File: src/sem_pkg.sv
package sem_pkg;

    localparam int unsigned MAX_WIDTH_DEFAULT = 1024;

    localparam int unsigned PIX_W    = 8;
    localparam int unsigned GRAY_W   = 16;
    localparam int unsigned ROW_W    = 16;
    localparam int unsigned OUT_COL_W = 10;
    localparam int unsigned IMG_W_W  = 11;
    localparam int unsigned CHAN_W   = 3;
    localparam int unsigned CFG_IDX_W = 2;
    localparam int unsigned CFG_DATA_W = 16;

    // Sobel sums reach 4 * 65280 in magnitude: 18 bits plus sign.
    localparam int unsigned ABS_W  = 18;
    localparam int unsigned SQ_W   = 2 * ABS_W;
    localparam int unsigned RAD_W  = 38;
    localparam int unsigned ROOT_W = RAD_W / 2;
    localparam int unsigned REM_W  = ROOT_W + 2;
    localparam int unsigned STEP_W = 5;
    localparam int unsigned ROOT_STEPS = ROOT_W;

    localparam logic [CFG_IDX_W-1:0] CFG_IMAGE_WIDTH   = 2'd0;
    localparam logic [CFG_IDX_W-1:0] CFG_IMAGE_HEIGHT  = 2'd1;
    localparam logic [CFG_IDX_W-1:0] CFG_CHANNEL_COUNT = 2'd2;

    localparam logic [IMG_W_W-1:0] WIDTH_RESET    = 11'd640;
    localparam logic [ROW_W-1:0]   HEIGHT_RESET   = 16'd480;
    localparam logic [CHAN_W-1:0]  CHANNELS_RESET = 3'd3;

    localparam logic [GRAY_W-1:0] W_RED   = 16'd77;
    localparam logic [GRAY_W-1:0] W_GREEN = 16'd150;
    localparam logic [GRAY_W-1:0] W_BLUE  = 16'd29;

    typedef struct packed {
        logic [PIX_W-1:0] chan0;
        logic [PIX_W-1:0] chan1;
        logic [PIX_W-1:0] chan2;
    } pix_in_t;

    typedef struct packed {
        logic [PIX_W-1:0]     magnitude;
        logic [OUT_COL_W-1:0] center_col;
        logic [ROW_W-1:0]     center_row;
        logic                 last;
    } pix_out_t;

    typedef struct packed {
        logic accept;
        logic calc;
        logic sq_x;
        logic sq_y;
        logic root_step;
        logic load_out;
    } cmd_t;

    typedef struct packed {
        logic interior;
    } status_t;

endpackage

File: src/sem_ctrl.sv
module sem_ctrl import sem_pkg::*; (
    input  logic    clk,
    input  logic    rst_n,
    input  logic    pixel_valid,
    output logic    pixel_ready,
    output logic    result_valid,
    input  logic    result_ready,
    input  status_t status,
    output cmd_t    cmd
);

    typedef enum logic [2:0] {S_IDLE, S_CALC, S_SQX, S_SQY, S_ROOT, S_HOLD} state_t;

    state_t            state_reg;
    logic [STEP_W-1:0] step_reg;
    logic              out_valid_reg;

    always_comb
    begin
        cmd.accept    = (state_reg == S_IDLE) && pixel_valid;
        cmd.calc      = (state_reg == S_CALC);
        cmd.sq_x      = (state_reg == S_SQX);
        cmd.sq_y      = (state_reg == S_SQY);
        cmd.root_step = (state_reg == S_ROOT);
        cmd.load_out  = (state_reg == S_HOLD) && (!out_valid_reg || result_ready);
    end

    assign pixel_ready  = (state_reg == S_IDLE);
    assign result_valid = out_valid_reg;

    always_ff @(posedge clk or negedge rst_n)
    begin
        if (!rst_n)
        begin
            state_reg     <= S_IDLE;
            step_reg      <= '0;
            out_valid_reg <= 1'b0;
        end
        else
        begin
            if (cmd.load_out)
                out_valid_reg <= 1'b1;
            else if (result_ready)
                out_valid_reg <= 1'b0;
            case (state_reg)
                S_IDLE: if (pixel_valid) state_reg <= S_CALC;
                S_CALC: state_reg <= status.interior ? S_SQX : S_IDLE;
                S_SQX:  state_reg <= S_SQY;
                S_SQY:
                begin
                    state_reg <= S_ROOT;
                    step_reg  <= STEP_W'(ROOT_STEPS - 1);
                end
                S_ROOT:
                begin
                    if (step_reg == '0)
                        state_reg <= S_HOLD;
                    else
                        step_reg <= step_reg - STEP_W'(1);
                end
                S_HOLD: if (cmd.load_out) state_reg <= S_IDLE;
                default: state_reg <= S_IDLE;
            endcase
        end
    end

    a_cmd_onehot: assert property (@(posedge clk) disable iff (!rst_n)
        $onehot0(cmd)) else $error("more than one datapath command at once");

    a_calc_after_accept: assert property (@(posedge clk) disable iff (!rst_n)
        cmd.calc |-> $past(cmd.accept)) else $error("compute without an accepted pixel");

    a_load_sets_valid: assert property (@(posedge clk) disable iff (!rst_n)
        cmd.load_out |=> out_valid_reg) else $error("loaded result not presented");

    a_no_overwrite: assert property (@(posedge clk) disable iff (!rst_n)
        cmd.load_out |-> (!out_valid_reg || result_ready))
        else $error("result register overwritten before it was taken");

endmodule

File: config.mk
export PLATFORM = sky130hd
export DESIGN_NAME = sem_ctrl
export DESIGN_NICKNAME = d
export VERILOG_FILES = /design/src/sem_pkg.sv /design/src/sem_ctrl.sv
export SDC_FILE = /design/constraint.sdc
export NUM_CORES = 1
export LEC_CHECK = 0
export ABC_CLOCK_PERIOD_IN_PS = 1400
export BUFFER_PORTS_ARGS = -buffer_cell sky130_fd_sc_hd__buf_2
export CAP_MARGIN = 20
export CORE_AREA = 2 2 39 41
export CTS_BUF_LIST = sky130_fd_sc_hd__clkbuf_16
export DETAILED_ROUTE_END_ITERATION = 12
export DIE_AREA = 0 0 41 43
export PLACE_DENSITY = 0.73
export SYNTH_ARGS = -nofsm -noshare
export SYNTH_HDL_FRONTEND = slang
export SYNTH_SLANG_ARGS = --single-unit
File: constraint.sdc
create_clock -name clk -period 1.4 [get_ports clk]
set_input_delay 0.14 -clock clk [delete_from_list [all_inputs] [get_ports clk]]
set_output_delay 0.14 -clock clk [all_outputs]
set_load 0.005 [all_outputs]
== After elaboration in Yosys (flattened, before gate mapping) ==
Cells that the tools add are included.

* Input bits: 5
* Word-level logic and storage cells: 32
* Output and inout port bits: 8
* Register bits: 9

* Muxes and demuxes: 9
* $add $sub $neg: 1
* Equal/unequal tests: 9
* Reduce and logical (&&, ||, !) cells: 10

{| class="wikitable"
|+ Operators by type and width
! kind !! number
|-
| $pmux 3 s6 || 1
|-
| $pmux 5 s2 || 1
|-
| $mux 3 || 3
|-
| $eq 3x2->1 const B || 2
|-
| $eq 3x3->1 const B || 2
|-
| $ne 2x2->1 const B || 3
|-
| $logic_not 5->1 || 1
|-
| $mux 5 || 1
|-
| $sub 5x1->5 const B || 1
|-
| $reduce_bool 2->1 || 2
|-
| $eq 3x1->1 const B || 1
|-
| $logic_not 3->1 || 1
|-
| $reduce_and 3->1 || 1
|-
| $logic_and 1x1->1 || 2
|-
| $mux 1 || 2
|-
| $mux 2 || 1
|-
| $ne 2x1->1 const B || 1
|-
| $reduce_and 2->1 || 1
|-
| $logic_not 1->1 || 1
|-
| $logic_or 1x1->1 || 1
|}

== Longest topological paths before layout ==
* Depth after elaboration: 5
* Depth in mapped cells: 5

== Worst setup path after synthesis ==
No wires, ideal clock.

* Path kind: register to register
* Start point: reg step_reg[0]
* End point: reg step_reg[0]
* Setup time: 0.079 ns
* Cell stages (with the launch flop): 6
* Clock period less this slack: 1.247 ns
* Arrival time: 1.167 ns
* Setup slack: 0.153 ns
* Cells stage by stage: dfrtp_1 -> inv_1 -> ha_1 -> nor4b_2 -> and2b_4 -> mux2i_1

* Word-level cells in the longest chain between the ends: 3

{| class="wikitable"
|+ RTL lines
! what !! line !! RTL
|-
| from (decl) || sem_ctrl.sv:15 || <nowiki>logic [STEP_W-1:0] step_reg;</nowiki>
|-
| from (signal assigned) || sem_ctrl.sv:52 || <nowiki>step_reg <= STEP_W'(ROOT_STEPS - 1);</nowiki>
|-
| from (signal assigned) || sem_ctrl.sv:59 || <nowiki>step_reg <= step_reg - STEP_W'(1);</nowiki>
|-
| $sub 5x1->5 / $logic_not 5->1 (equally long branches) || sem_ctrl.sv:59, sem_ctrl.sv:56 ||
|-
| $mux 5 / $ne 2x2->1 (equally long branches) || - ||
|-
| $pmux 5 s2 / $reduce_and 2->1 (equally long branches) || - ||
|}

Several ways; a longest one is shown, not always the timed one. The select of a mux whose other input is x is not followed.
A chain may end at the register's enable or synchronous reset.

== Worst setup path in the final report ==
* Start point: reg step_reg[0]
* End point: reg step_reg[3]

Same word-level chain as after synthesis.

==> run_results.csv <==
group,metric,value,unit
global_routing,grt_max_degree,11,
die,core,0.001384,mm^2
synth,ys_ff_latch,9,
global_routing,grt_usage,14.75,%
synth,syn_inst,53,
routing,wl,1081,um
cts,cts_max_path_buffers,2,
timing,holdWs,0.1500,ns
die,rows,14,
layout,post-route-util,54.25,%
cts,cts_made_buffers,3,
cts,cts_tree,"built",
global_routing,grt_pass1_vias,441,
power_and_ir_drop,p_switching,0.0005587,W
power_and_ir_drop,swShare,33.41,%
synth,seq_area_frac_synth,42.65,%
placement,io_buffers,12,
hold_path,hold_path_startpoint,"status",
worst_setup_path,r2r_cells,5,
worst_setup_path,cp.required,1.51,ns
synth,yosysWarnings,0,
layout,syn_to_final_growth,42.18,%
routing,wl_per_cell,12.15,um
timing,setup_tns,0,ns
timing,final_hold_viol_count,0,
power_and_ir_drop,combPwrFrac,37.6,%
flow_run,maxCapViolations,0,
cts,cts_root_buf,"clkbuf_16",
routing,vias_per_cell,5.011,
synth,netlist.area_leader.share,42.65,%
layout,register_area,229.0,um^2
timing,skew,0.001741,ns
hold_path,hold_class,"in -> reg",
worst_setup_path,crit_cells,5,
routing,drtIter0Drc,5,
synth,synth_fp_nets,59,
cts,path_clk_slew,0.04,ns
worst_setup_path,arrival,1.46,ns
timing,finalSetupViolations,0,
hold_path,holdPathEnd,"state_reg[1]",
layout,fillers,131,
cts,clk_latency,0.23,ns
worst_setup_path,r2r_slack,0.05,ns
die,io_pins,13,
power_and_ir_drop,pwr_density_cell,2227,mW/mm^2
synth,syn_area,528.0,um^2
power_and_ir_drop,leakage,0.3587,nW
synth,yosys-top-cells-count,"dfrtp_1 (9), nor2_1 (7), mux2i_1 (4), nand2_1 (4), nor2b_1 (4)",
cts,cts.sinks,9,
status,outcome,"finished, final reports clean",
global_routing,grt_pass1_wl,1752,um
synth,synth_edf_count,0,
worst_setup_path,start_kind,"flop",
layout,multiInputGateArea,304.0,um^2
worst_setup_path,timing.rr.end,"step_reg[3]",
worst_setup_path,cp_top_family,"simple AND/OR/NAND/NOR gates",
worst_setup_path,slowest_delay,0.40,ns
power_and_ir_drop,p_clk_share,29.4,%
worst_setup_path,critPathKind,"reg -> reg",
worst_setup_path,endpoint_kind,"flop",
layout,drive_above_1_share,43.84,%
layout,largest_reg_flops,5,
layout,antennaDiodeCount,0,
worst_setup_path,path_buf_inv,1,
timing,relSlewSlack,83.40,%
placement,dp_hpwl,793.1,um
worst_setup_path,path_max_fanout,4,
placement,routabilityCongestion,0.8272,
timing,worst_pin_slew,0.2455,ns
timing,period_needed,1.355,ns
synth,synth_area_leader_cell,"dfrtp_1",
die,die_area,0.001763,mm^2
routing,drcViolationCount,0,
hold_path,hold_path_depth,3,
synth,synth_most_common_cell,"dfrtp_1",
power_and_ir_drop,p_int,0.001113,W
routing,num_vias,446,
worst_setup_path,reg2reg_from,"step_reg[0]",
worst_setup_path,critical_path.slowest_cell,"dfrtp_1",
synth,async_flop_share,100.0,%
power_and_ir_drop,seqPwrFrac,33.0,%
global_routing,antenna_found_initial,0,
die,initial_utilization,38.16,%
worst_setup_path,crit_chain,"inv_1 -> ha_2 -> nor4b_4 -> and2b_4 -> mux2i_2",
die,chipWidth,41,um
die,die_h,43,um
timing,finalCritPeriodShare,96.78,%
cts,h-tree-depth,1,
power_and_ir_drop,vdd_ir_drop_max,1.071,mV
synth,synth_area_per_cell,9.962,um^2
synth,ys_types,25,
routing,drt_first_pass_iters,4,
timing,slew_violations,0,
routing,ant_nets,0,
layout,final_nets,80,
synth,netlist_top_cells_area,"dfrtp_1 (43%), mux2i_1 (7.6%), nor2_1 (5.0%)",
global_routing,grt_overflow_total,0,
timing,fmax,738.1,MHz
synth,synthFlopType,"dfrtp_1",
## per-layer routing
metal	wire length, um	share of wire (%)	track usage [%]	up-vias
met5	0	0	0	-
met4	21	1.9	8.000	0
met3	47	4.3	1.571	2
met2	513	47	24.06	13
met1	499	46	17.79	210
li1	-	-	-	221
## power groups by stage
stage	registers, W	clock network [W]	logic (W)
2_1_floorplan	0.000465	0	0.000414
3_3_place_gp	0.000524	0	0.000484
3_5_place_dp	0.000529	0	0.000507
4_1_cts	0.000522	0.000497	0.000575
5_1_grt	0.000571	0.000510	0.000721
6_report	0.000552	0.000492	0.000629
## worst max-delay path by stage
stage / startpoint / to / slack [ns]
2_1_floorplan: step_reg[0] / step_reg[0] / 0.15
3_3_place_gp: step_reg[0] / step_reg[1] / 0.09
3_5_place_dp: step_reg[0] / step_reg[1] / 0.05
4_1_cts: state_reg[1] / cmd[0] / 0.008
5_1_grt: step_reg[0] / step_reg[3] / -0.007
6_report: step_reg[0] / step_reg[3] / 0.05
## stage by stage
step | worst slack [ns] | instance area, um^2 | power [W] | std cells
global placement | 0.09453 | 604.3 | 0.001008 | 81
detailed placement | 0.05387 | 604.3 | 0.001037 | 81
floorplan | 0.1532 | 528.0 | 0.0008789 | 53
CTS | 0.007845 | 714.4 | 0.001594 | 88
global route | -0.006683 | 750.7 | 0.001802 | 89
finish | 0.04515 | 750.7 | 0.001672 | 89
## layout by cell type (no fill, tap or decap)
master,instances
nor2b_2,1
dfrtp_1,6
a21oi_1,2
or2_2,1
buf_4,5
and2_4,1
xnor2_1,1
dfrtp_2,3
nor3_4,1
dlygate4sd3_1,1
clkbuf_16,3
o32ai_1,1
mux2i_1,3
nor4b_1,1
nor3b_1,1
nor3b_4,1
inv_1,4
nor4b_4,1
ha_2,1
nand4bb_1,1
nand3_1,1
nand3b_1,1
nor2_1,7
nor2b_1,3
mux2i_2,1
nand2b_1,2
buf_2,12
nand2_1,4
nor3_1,1
o31ai_1,1
and2b_4,1
## layout make-up
class / instances / share of cell area (%)
clock buffer: 3 / 10.00
clock inverter: 1 / 0.5000
inverter: 3 / 1.500
multi-input combinational: 39 / 40.50
sequential: 9 / 30.50
tap: 16 / 2.667
timing repair buffer: 18 / 14.33
## logic make-up after synthesis
| kind of cell | Yosys count | synth area share, % |
|---|---|---|
| AOI/OAI and AO/OA | 4 | 4.977 |
| muxes | 4 | 7.583 |
| xor gates and xnor gates | 1 | 1.659 |
| and+or+nand+nor | 29 | 35.07 |
| DFF | 9 | 42.65 |
| adders and majority gates | 1 | 2.369 |
| buffers and inverters | 5 | 5.687 |
## worst min-delay path, stage by stage
cell,delay (ns)
buf_2,0.07
a21oi_1,0.05
nor2_1,0.08
## repair_timing
action	CTS	global route
hold buffers	1	0
hold endpoints to repair	9	0
gates resized for setup	2	8
setup endpoints to repair	3	7
cloned	0	0
pin swaps	0	2
setup buffers	2	1
Power figures use the tool's default switching activity.
